===== src/dq_pkg.sv =====
// Shared types and constants for the double-ended queue core.
// Used by dq_ctrl and double_ended_queue_core; no dependencies.
package dq_pkg;

    localparam int DEPTH = 64;
    localparam int ADDR_W = (DEPTH > 1) ? $clog2(DEPTH) : 1;
    localparam int CNT_W = $clog2(DEPTH + 1);
    localparam int OP_W = 3;
    localparam int KEY_W = 32;
    localparam int STAT_W = 2;
    localparam int OCC_W = 7;

    typedef enum logic [OP_W-1:0] {
        OP_PUSH_BACK  = 3'd0,
        OP_PUSH_FRONT = 3'd1,
        OP_POP_FRONT  = 3'd2,
        OP_POP_BACK   = 3'd3,
        OP_CLEAR      = 3'd4
    } t_op;

    typedef enum logic [STAT_W-1:0] {
        ST_DONE  = 2'd0,
        ST_EMPTY = 2'd1,
        ST_FULL  = 2'd2
    } t_status;

    typedef struct packed {
        logic [OP_W-1:0]         operation;
        logic signed [KEY_W-1:0] value;
    } t_in_item;

    typedef struct packed {
        logic [STAT_W-1:0]       status;
        logic signed [KEY_W-1:0] popped_value;
        logic [OCC_W-1:0]        occupancy;
    } t_out_item;

    // Memory request from the pointer logic
    typedef struct packed {
        logic              wr_en;
        logic              rd_en;
        logic [ADDR_W-1:0] addr;
        logic [KEY_W-1:0]  wdata;
    } t_mem_req;

    // Per-beat result information, known at accept time
    typedef struct packed {
        t_status          status;
        logic             pop_ok;
        logic [CNT_W-1:0] count;
    } t_res_info;

    // (base + off) mod DEPTH for base, off below DEPTH
    function automatic logic [ADDR_W-1:0] ring_add(input logic [ADDR_W-1:0] base,
                                                   input logic [ADDR_W-1:0] off);
        logic [ADDR_W:0] sum;
        sum = {1'b0, base} + {1'b0, off};
        if (sum >= (ADDR_W + 1)'(DEPTH)) begin
            sum = sum - (ADDR_W + 1)'(DEPTH);
        end
        return sum[ADDR_W-1:0];
    endfunction

endpackage


===== src/dq_ram.sv =====
// Simple dual-port synchronous RAM, one write and one registered read port.
// Generic; no package dependencies.
module dq_ram #(
    parameter int DEPTH_P = 64,
    parameter int WIDTH_P = 32,
    parameter int ADDR_P = (DEPTH_P > 1) ? $clog2(DEPTH_P) : 1
) (
    input  logic               i_clk,
    input  logic               i_wr_en,
    input  logic [ADDR_P-1:0]  i_wr_addr,
    input  logic [WIDTH_P-1:0] i_wr_data,
    input  logic               i_rd_en,
    input  logic [ADDR_P-1:0]  i_rd_addr,
    output logic [WIDTH_P-1:0] o_rd_data
);

    logic [WIDTH_P-1:0] r_mem [DEPTH_P];

    always_ff @(posedge i_clk) begin
        if (i_wr_en) begin
            r_mem[i_wr_addr] <= i_wr_data;
        end
        if (i_rd_en) begin
            o_rd_data <= r_mem[i_rd_addr];
        end
    end

endmodule


===== src/dq_ctrl.sv =====
// Front pointer and count of the ring; issues at most one memory access per beat.
// Depends on dq_pkg.
module dq_ctrl (
    input  logic              i_clk,
    input  logic              i_rst_n,
    input  logic              i_accept,
    input  dq_pkg::t_in_item  i_item,
    output dq_pkg::t_mem_req  o_mem,
    output dq_pkg::t_res_info o_res
);
    import dq_pkg::*;

    logic [ADDR_W-1:0] r_front, n_front;
    logic [CNT_W-1:0]  r_count, n_count;
    logic              full, empty;
    logic [ADDR_W-1:0] front_dec, front_inc;

    assign full  = (r_count == CNT_W'(DEPTH));
    assign empty = (r_count == '0);
    assign front_dec = (r_front == '0) ? ADDR_W'(DEPTH - 1) : r_front - 1'b1;
    assign front_inc = (r_front == ADDR_W'(DEPTH - 1)) ? '0 : r_front + 1'b1;

    always_comb begin
        n_front = r_front;
        n_count = r_count;
        o_mem.wr_en = 1'b0;
        o_mem.rd_en = 1'b0;
        o_mem.addr  = r_front;
        o_mem.wdata = i_item.value;
        o_res.status = ST_DONE;
        o_res.pop_ok = 1'b0;
        unique case (t_op'(i_item.operation))
            OP_PUSH_BACK: begin
                if (full) begin
                    o_res.status = ST_FULL;
                end else begin
                    o_mem.wr_en = 1'b1;
                    o_mem.addr  = ring_add(r_front, r_count[ADDR_W-1:0]);
                    n_count = r_count + 1'b1;
                end
            end
            OP_PUSH_FRONT: begin
                if (full) begin
                    o_res.status = ST_FULL;
                end else begin
                    o_mem.wr_en = 1'b1;
                    o_mem.addr  = front_dec;
                    n_front = front_dec;
                    n_count = r_count + 1'b1;
                end
            end
            OP_POP_FRONT: begin
                if (empty) begin
                    o_res.status = ST_EMPTY;
                end else begin
                    o_mem.rd_en = 1'b1;
                    o_res.pop_ok = 1'b1;
                    n_front = front_inc;
                    n_count = r_count - 1'b1;
                end
            end
            OP_POP_BACK: begin
                if (empty) begin
                    o_res.status = ST_EMPTY;
                end else begin
                    o_mem.rd_en = 1'b1;
                    o_mem.addr  = ring_add(r_front, ADDR_W'(r_count - 1'b1));
                    o_res.pop_ok = 1'b1;
                    n_count = r_count - 1'b1;
                end
            end
            OP_CLEAR: begin
                n_front = '0;
                n_count = '0;
            end
            default: begin
                // unused codes: no change
            end
        endcase
        o_mem.wr_en = o_mem.wr_en & i_accept;
        o_mem.rd_en = o_mem.rd_en & i_accept;
        o_res.count = n_count;
    end

    always_ff @(posedge i_clk) begin
        if (!i_rst_n) begin
            r_front <= '0;
            r_count <= '0;
        end else if (i_accept) begin
            r_front <= n_front;
            r_count <= n_count;
        end
    end

endmodule


===== src/double_ended_queue_core.sv =====
// Bounded double-ended queue of 32-bit signed keys: a ring buffer in one RAM.
// Depends on dq_pkg, dq_ctrl and dq_ram.
//
// The block takes one operation per clock cycle while o_in_ready is high, and
// returns one result per operation: the cycle of acceptance updates the front
// pointer and count and issues the RAM write or read, and the result register
// captures the RAM read data once the output stage may advance. A write and a later
// read of the same entry fall on different clock edges, so no forwarding is
// needed. The RAM holds DEPTH keys; its contents are undefined after reset, and
// only entries written by a push are ever read. A push on a full queue reports
// full and is dropped; a pop on an empty queue reports empty. Stalls on the
// result side back up through the two stages to the input ready.
module double_ended_queue_core (
    input  logic              i_clk,
    input  logic              i_rst_n,
    input  logic              i_in_valid,
    output logic              o_in_ready,
    input  dq_pkg::t_in_item  i_in_item,
    output logic              o_out_valid,
    input  logic              i_out_ready,
    output dq_pkg::t_out_item o_out_item
);
    import dq_pkg::*;

    t_mem_req         mem_req;
    t_res_info        res_info;
    logic             accept;
    logic             out_adv;
    logic [KEY_W-1:0] rd_data;

    logic             r_s1_valid;
    t_res_info        r_s1_info;
    logic             r_out_valid;
    t_out_item        r_out_item;

    assign out_adv    = !r_out_valid || i_out_ready;
    assign o_in_ready = !r_s1_valid || out_adv;
    assign accept     = i_in_valid && o_in_ready;

    dq_ctrl u_ctrl (
        .i_clk   (i_clk),
        .i_rst_n (i_rst_n),
        .i_accept(accept),
        .i_item  (i_in_item),
        .o_mem   (mem_req),
        .o_res   (res_info)
    );

    dq_ram #(
        .DEPTH_P(DEPTH),
        .WIDTH_P(KEY_W)
    ) u_ram (
        .i_clk    (i_clk),
        .i_wr_en  (mem_req.wr_en),
        .i_wr_addr(mem_req.addr),
        .i_wr_data(mem_req.wdata),
        .i_rd_en  (mem_req.rd_en),
        .i_rd_addr(mem_req.addr),
        .o_rd_data(rd_data)
    );

    always_ff @(posedge i_clk) begin
        if (!i_rst_n) begin
            r_s1_valid  <= 1'b0;
            r_out_valid <= 1'b0;
        end else begin
            if (o_in_ready) begin
                r_s1_valid <= accept;
            end
            if (out_adv) begin
                r_out_valid <= r_s1_valid;
            end
        end
    end

    always_ff @(posedge i_clk) begin
        if (accept) begin
            r_s1_info <= res_info;
        end
        if (out_adv && r_s1_valid) begin
            r_out_item.status       <= r_s1_info.status;
            r_out_item.popped_value <= r_s1_info.pop_ok ? rd_data : '0;
            r_out_item.occupancy    <= OCC_W'(r_s1_info.count);
        end
    end

    assign o_out_valid = r_out_valid;
    assign o_out_item  = r_out_item;

`ifndef SYNTHESIS
    a_occ_bound: assert property (@(posedge i_clk) disable iff (!i_rst_n)
        o_out_valid |-> (o_out_item.occupancy <= OCC_W'(DEPTH)))
        else $error("occupancy beyond depth");

    a_full_occ: assert property (@(posedge i_clk) disable iff (!i_rst_n)
        (o_out_valid && o_out_item.status == ST_FULL) |->
            (o_out_item.occupancy == OCC_W'(DEPTH)))
        else $error("full reported below depth");

    a_empty_res: assert property (@(posedge i_clk) disable iff (!i_rst_n)
        (o_out_valid && o_out_item.status == ST_EMPTY) |->
            (o_out_item.occupancy == '0 && o_out_item.popped_value == '0))
        else $error("empty result not clean");

    a_s1_hold: assert property (@(posedge i_clk) disable iff (!i_rst_n)
        (r_s1_valid && r_s1_info.pop_ok && !out_adv) |=>
            (r_s1_valid && $stable(rd_data)))
        else $error("stalled read data lost");
`endif

endmodule

===== config.mk =====
export PLATFORM = sky130hd
export DESIGN_NAME = double_ended_queue_core
export DESIGN_NICKNAME = d
export VERILOG_FILES = /design/src/dq_pkg.sv /design/src/dq_ram.sv /design/src/dq_ctrl.sv /design/src/double_ended_queue_core.sv
export SDC_FILE = /design/constraint.sdc
export NUM_CORES = 2
export LEC_CHECK = 0
export CELL_PAD_IN_SITES_DETAIL_PLACEMENT = 1
export CELL_PAD_IN_SITES_GLOBAL_PLACEMENT = 1
export CORE_AREA = 2 2 437 439
export CTS_BUF_LIST = sky130_fd_sc_hd__clkbuf_4 sky130_fd_sc_hd__clkbuf_8 sky130_fd_sc_hd__clkbuf_16
export CTS_CLUSTER_SIZE = 16
export DETAILED_ROUTE_END_ITERATION = 6
export DIE_AREA = 0 0 439 441
export DONT_BUFFER_PORTS = 1
export PLACE_DENSITY_LB_ADDON = 0.08
export SLEW_MARGIN = 20
export SYNTH_ARGS = -nofsm -noshare
export SYNTH_HDL_FRONTEND = slang
export SYNTH_SLANG_ARGS = --single-unit

===== constraint.sdc =====
create_clock -name i_clk -period 12.5 [get_ports i_clk]
set_input_delay 0.625 -clock i_clk [delete_from_list [all_inputs] [get_ports i_clk]]
set_output_delay 0.625 -clock i_clk [all_outputs]
set_load 0.03 [all_outputs]

Yosys cells after proc, flatten, opt, wreduce, memory -nomap -nowiden
Memories as Yosys holds them, arrays and structs flattened. A register that Yosys moved wholly into a read port is not among the register bits.
Index checks and enable logic that the tools add are counted.
W data, S select, Z words.
{"block": "op_classes", "n_bitwise": 2, "eq_ne": 7, "n_reduce_logical": 13, "n_addsub": 8, "n_mux": 22, "order_cmp": 2}
{"operator": "$mux W6", "n": 7}
{"operator": "$pmux W6 S3", "n": 2}
{"operator": "$mux W7", "n": 3}
{"operator": "$pmux W7 S3", "n": 1}
{"operator": "$sub A6 B1 Y6 const B", "n": 3}
{"operator": "$add A6 B6 Y7", "n": 2}
{"operator": "$ge A7 B7 Y1 const B", "n": 2}
{"operator": "$add A7 B1 Y7 const B", "n": 1}
{"operator": "$eq A7 B7 Y1 const B", "n": 1}
{"operator": "$logic_not A7 Y1", "n": 1}
{"operator": "$sub A7 B1 Y7 const B", "n": 1}
{"operator": "$add A6 B1 Y6 const B", "n": 1}
{"operator": "$eq A3 B2 Y1 const B", "n": 2}
{"operator": "$eq A6 B6 Y1 const B", "n": 1}
{"operator": "$logic_not A6 Y1", "n": 1}
{"operator": "$mux W1", "n": 6}
{"operator": "$pmux W2 S2", "n": 1}
{"operator": "$reduce_or A2 Y1", "n": 2}
{"operator": "$eq A3 B1 Y1 const B", "n": 1}
{"operator": "$eq A3 B3 Y1 const B", "n": 1}
{"operator": "$logic_not A3 Y1", "n": 1}
{"operator": "$reduce_and A3 Y1", "n": 1}
{"operator": "$reduce_bool A3 Y1", "n": 1}
{"operator": "$and A1 B1 Y1", "n": 2}
{"operator": "other kinds (6)", "n": 9}
{"block": "word_totals", "elab_cells": 65, "ff_bits": 66, "n_memories": 1, "ramBits": 2048, "input_bits": 39}
{"memory": "u_ram.r_mem", "words": 64, "width": 32, "read_ports": 1, "rd_ports_with_merged_regs": 1, "wr": 1, "line": "dq_ram.sv:17", "rtl": "logic [WIDTH_P-1:0] r_mem [DEPTH_P];"}

Logic depth before layout (Yosys ltp)
{"block": "logic_depth", "word_depth": 7, "mapped_depth": 17}

Cells and area by module
Synthesis repeated with hierarchy kept, for this count alone.
{"block": "unflattened", "cells_unflattened": 3733, "area_unflattened_um2": 83020.9}
{"module": "dq_ram", "area_per_inst_um2": 78835.6, "instances": 1, "seq_area_each_um2": 62459.9, "cells_per_inst": 3324}
{"module": "dq_ctrl", "area_per_inst_um2": 2294.7, "instances": 1, "seq_area_each_um2": 260.2, "cells_per_inst": 314}
{"module": "double_ended_queue_core", "area_per_inst_um2": 1890.6, "instances": 1, "seq_area_each_um2": 1571.5, "cells_per_inst": 95}

Worst setup path before layout
No wires, ideal clock.
{"block": "synth_timing", "path_kind": "register to register", "from": "reg u_ctrl.r_count[0]", "to": "mem u_ram.r_mem[33][0] (enable)", "n_path_buf": 3, "stages_incl_launch_ff": 16, "path_slack_ps": 7439, "arrival_time_ps": 4640, "period_less_slack_ps": 5061, "required_ps": 12079, "path_cell_list": "dfxtp_1 > clkbuf_1 > inv_1 > ha_1 > nand2_1 > xnor2_1 > ha_1 > or2_2 > a2bb2o_1 > a21oi_1 > mux2i_1 > or2_1 > buf_2 > clkbuf_1 > nand3_1 > nor2_1"}
{"block": "synth_between", "elab_chain_cells": 6}
{"element": "from (decl)", "line": "dq_ctrl.sv:14", "rtl": "logic [CNT_W-1:0] r_count, n_count;"}
{"element": "from (signal assigned)", "line": "dq_ctrl.sv:91", "rtl": "r_count <= n_count;"}
{"element": "$sub A7 B1 Y7 or $eq A7 B7 Y1 (tied branches)"}
{"element": "$add A6 B6 Y7 or $mux W1 (tied branches)", "line": "dq_pkg.sv:57, dq_ctrl.sv:34, dq_ctrl.sv:43"}
{"element": "$sub A6 B1 Y6 (tied with other cells)", "line": "dq_pkg.sv:59", "rtl": "sum = sum - (ADDR_W + 1)'(DEPTH);"}
{"element": "$mux W6 or $and A1 B1 Y1 (tied branches)", "line": "dq_pkg.sv:58, dq_ctrl.sv:80"}
{"element": "$mux W7 or $mux W1 (tied branches)", "line": "dq_ctrl.sv:63, dq_ram.sv:20"}
{"element": "$pmux W6 S3 or $mux W1 (tied branches)", "line": "dq_ctrl.sv:32, dq_ram.sv:21"}
{"element": "to (decl)", "line": "dq_ram.sv:17"}
Parallel ways exist; a longest one is shown, timed or not.

Worst setup path after layout
{"block": "layout_timing", "from": "reg u_ctrl.r_count[0]", "to": "reg u_ram.o_rd_data[28] (read register of u_ram.r_mem) (data pin)"}
{"block": "layout_between", "elab_chain_cells": 6}
{"element": "$sub A7 B1 Y7"}
{"element": "$add A6 B6 Y7", "line": "dq_pkg.sv:57", "rtl": "sum = {1'b0, base} + {1'b0, off};"}
{"element": "$sub A6 B1 Y6 or $ge A7 B7 Y1 (tied branches)", "line": "dq_pkg.sv:59, dq_pkg.sv:58"}
{"element": "$mux W6", "line": "dq_pkg.sv:58", "rtl": "if (sum >= (ADDR_W + 1)'(DEPTH)) begin"}
{"element": "$mux W7", "line": "dq_ctrl.sv:63", "rtl": "if (empty) begin"}
{"element": "$pmux W6 S3", "line": "dq_ctrl.sv:32", "rtl": "unique case (t_op'(i_item.operation))"}
{"element": "to (decl)", "line": "dq_ram.sv:14", "rtl": "output logic [WIDTH_P-1:0] o_rd_data"}
Parallel ways exist; a longest one is shown, timed or not.
A chain may end at the register's enable or synchronous reset.

==> out/results.ini <==
[outcome]
status=finished, final reports clean

[cts]
clockBufferDepth=3
htreeDepth=4
clkLatencyLatePin_ns=0.86
cts_buffers=220
cts_sinks=2146
path_clk_slew_ns=0.06
clockRootBuffer=clkbuf_16
post_cts_resized=0
cts_tree=yes

[logic_synthesis]
synth-seq-cells=2146
synth_edf_count=2131
ys_warn_count=0
synth_async_sr_flop_share=0
syn_inst=5389
ys_types=82
synth-seq-area-share=0.759
synth_fp_nets=5446
syn-cell-area_mm2=0.0847
synth_area_per_cell_um2=15.7
synth_flop_cell=edfxtp_1

[power]
seq_power_share=0.483
leakagePower_uw=0.0318
combPwrFrac=0.125
p_sw_frac=0.253
ir_drop_v=0.000140
internal_power_uw=12400
power.switching_uw=4190
power_density_mw_per_mm2=172
pwr-share-clk=0.393

[timing]
post-route-period-util=0.526
tightest_slew_ns=1.17
fin_skew_ns=0.0262
rsz0062_at_grt=no
setup_viol=0
slew-limit-headroom=0.215
fin_setup_tns_ns=0
hold_viol_final=0
drv_slew=0
fin_crit_ns=6.57
fin_ws_ns=5.93
fmax_mhz=152

[cells_and_area]
drive_gt1_frac=0.121
multi_input_area_mm2=0.0195
stdcell_count=8117
fin_util=0.509
final_common_cell=edfxtp_1
register_area_mm2=0.0643
area_growth_pct=13.7
final.fill_count=17653
fin_nets=5486
design_area_mm2=0.0963
layout_common_cells=2,131 x edfxtp_1, 872 x nand2_1, 469 x mux2i_1

[worst_setup_path]
r2r_start=u_ctrl.r_count[0]
critical_path_required_ns=13.15
cp.arrival_ns=7.23
reg2reg_to=u_ram.o_rd_data[28]
reg2reg_slack_ns=5.93
reg2reg_depth=15
endpoint_kind=flop
cp-start-kind=flop
worstPathMaxFanout=41
setup.worst_path.class=flop to flop

[drt]
vias_per_cell=6.11
drtIter0Drc=4822
drtAntennaViolNets=0
num_vias=49617
wl_mm=264
wire_per_inst_um=32.5
drc=0
firstDrtPassIters=5

[flow_run]
drv_cap=0

[floorplanning]
die_h_um=441
design.core.area_mm2=0.189
io_pins=82
die_x_um=439
die_area_mm2=0.194
initial_core_util=0.448
fp-row-count=160

[placed_design]
post-place-cells=7683
placed_area_mm2=0.0883
hpwl_mm=144
place_congestion=0.810
port_buffers=0
place_ws_ns=5.97

[global_routing]
grt_pass1_wl_mm=373
grt_antenna_before_repair=10
grt_start_max_net_pins=136
gr-total-overflow=0
grt_usage=0.270
grt_pass1_vias=49851

[worst_hold_path]
min_to=r_s1_info[8]
min_path_type=input pin to flop
hp-start=i_in_item[33]
min_path_cells=2

-- metal layers --
layer  global-route usage  routed length (µm)
met4                0.113               11100
met2                0.420              122000
met1                0.372              114000
met3               0.0545               17100
met5              0.00174                  78
-- registers in the layout, summed over array words and instances, names as in the netlist --
| name | cells |
|---|---|
| u_ram.o_rd_data | 32 |
| o_out_item | 41 |
| o_out_valid | 1 |
| u_ctrl.r_front | 6 |
| u_ctrl.r_count | 7 |
| r_s1_valid | 1 |
| u_ram.r_mem | 2048 |
| r_s1_info | 10 |
-- how the worst max path moves through the flow --
stage / from / end / slack [ns] / cells after the start
after floorplan: u_ctrl.r_count[0] / u_ram.r_mem[33][0] / 7.44 / 15
after global placement: u_ctrl.r_count[0] / u_ram.o_rd_data[0] / 5.97 / 14
after detailed placement: u_ctrl.r_count[0] / u_ram.o_rd_data[0] / 5.97 / 14
after CTS: u_ctrl.r_count[0] / u_ram.o_rd_data[0] / 5.94 / 14
after global routing: u_ctrl.r_count[0] / u_ram.o_rd_data[0] / 5.54 / 14
final: u_ctrl.r_count[0] / u_ram.o_rd_data[28] / 5.93 / 15
-- area by class of cell --
cell class | instances | share of cell area
Antenna cell | 2 | 0.0000520
Sequential cell | 2146 | 0.667
Inverter | 11 | 0.000429
Timing Repair Buffer | 178 | 0.0230
Multi-Input combinational cell | 2872 | 0.203
Tap cell | 2511 | 0.0326
Clock inverter | 117 | 0.0103
Clock buffer | 280 | 0.0634
-- synth_stat cells (all sizes together) (4+ instances only) --
library cell  count  area share
edfxtp         2131        0.76
nand2           876       0.039
mux2i           469       0.055
a21oi           241       0.014
clkbuf          209      0.0093
nand3           155      0.0093
buf             151       0.010
a32o            122       0.014
and3            107      0.0079
nor2            104      0.0048
a32oi            93      0.0096
a211oi           77      0.0069
o22ai            71      0.0052
a22oi            70      0.0062
a221oi           67      0.0074
a22o             60      0.0062
a31oi            37      0.0027
and2             36      0.0027
nor4             36      0.0028
o221ai           32      0.0033
a2111oi          30      0.0053
a211o            30      0.0031
o21ai            26      0.0015
ha               16      0.0024
dfxtp            15      0.0035
inv              11     0.00049
nor2b            11     0.00081
nor3              8     0.00047
a21boi            7     0.00062
or2               7     0.00052
nand2b            6     0.00044
nand4             6     0.00044
o211ai            6     0.00053
o31ai             6     0.00053
or3               5     0.00037
nor4b             4     0.00066
-- through the flow --
step,power (µW),hold slack [ns]
after floorplan,9370,0.400
after global placement,10000,0.403
after detailed placement,10100,0.406
after CTS,16700,0.00407
after global routing,17100,0.0510
final,16600,0.0739
-- power groups by stage --
stage | Sequential, µW | Combinational (µW) | Clock (µW)
floorplan | 8140 | 1220 | 0
global placement | 8150 | 1890 | 0
detailed placement | 8150 | 1910 | 0
CTS | 8000 | 2080 | 6610
global route | 8000 | 2190 | 6860
finish | 8000 | 2070 | 6510
-- what timing repair did --
item	CTS	global route
setup buffers	0	0
hold endpoints to repair	2063	0
hold buffers	34	0
-- worst max-delay path, stage by stage, from the launching register on --
cell and delay [ns]:
dfxtp_1 0.57, inv_1 0.16, ha_1 0.31, xor2_1 0.17
ha_1 0.35, and3_1 0.21, or3_1 0.36, a32o_1 0.28
a31oi_2 0.89, nand3_4 0.68, buf_4 0.64, a211o_1 0.39
o221ai_1 0.66, nor4_2 0.22, buf_4 0.21, a2111oi_2 0.21
-- cell families (layout without fill, tap and decap cells) --
| family | count (synthesis) | count (layout) | share of synthesized area |
|---|---|---|---|
| buffers and inverters | 371 | 586 | 0.0198 |
| adder cells (fa/ha/maj) | 18 | 18 | 0.00284 |
| XOR/XNOR | 5 | 5 | 0.000517 |
| AO/OA/AOI/OAI | 1006 | 1006 | 0.0912 |
| other | 0 | 2 | 0 |
| flip-flops | 2146 | 2146 | 0.759 |
| AND/OR/NAND/NOR | 1372 | 1372 | 0.0712 |
| multiplexers | 471 | 471 | 0.0557 |
Power figures use the tool's default switching activity.
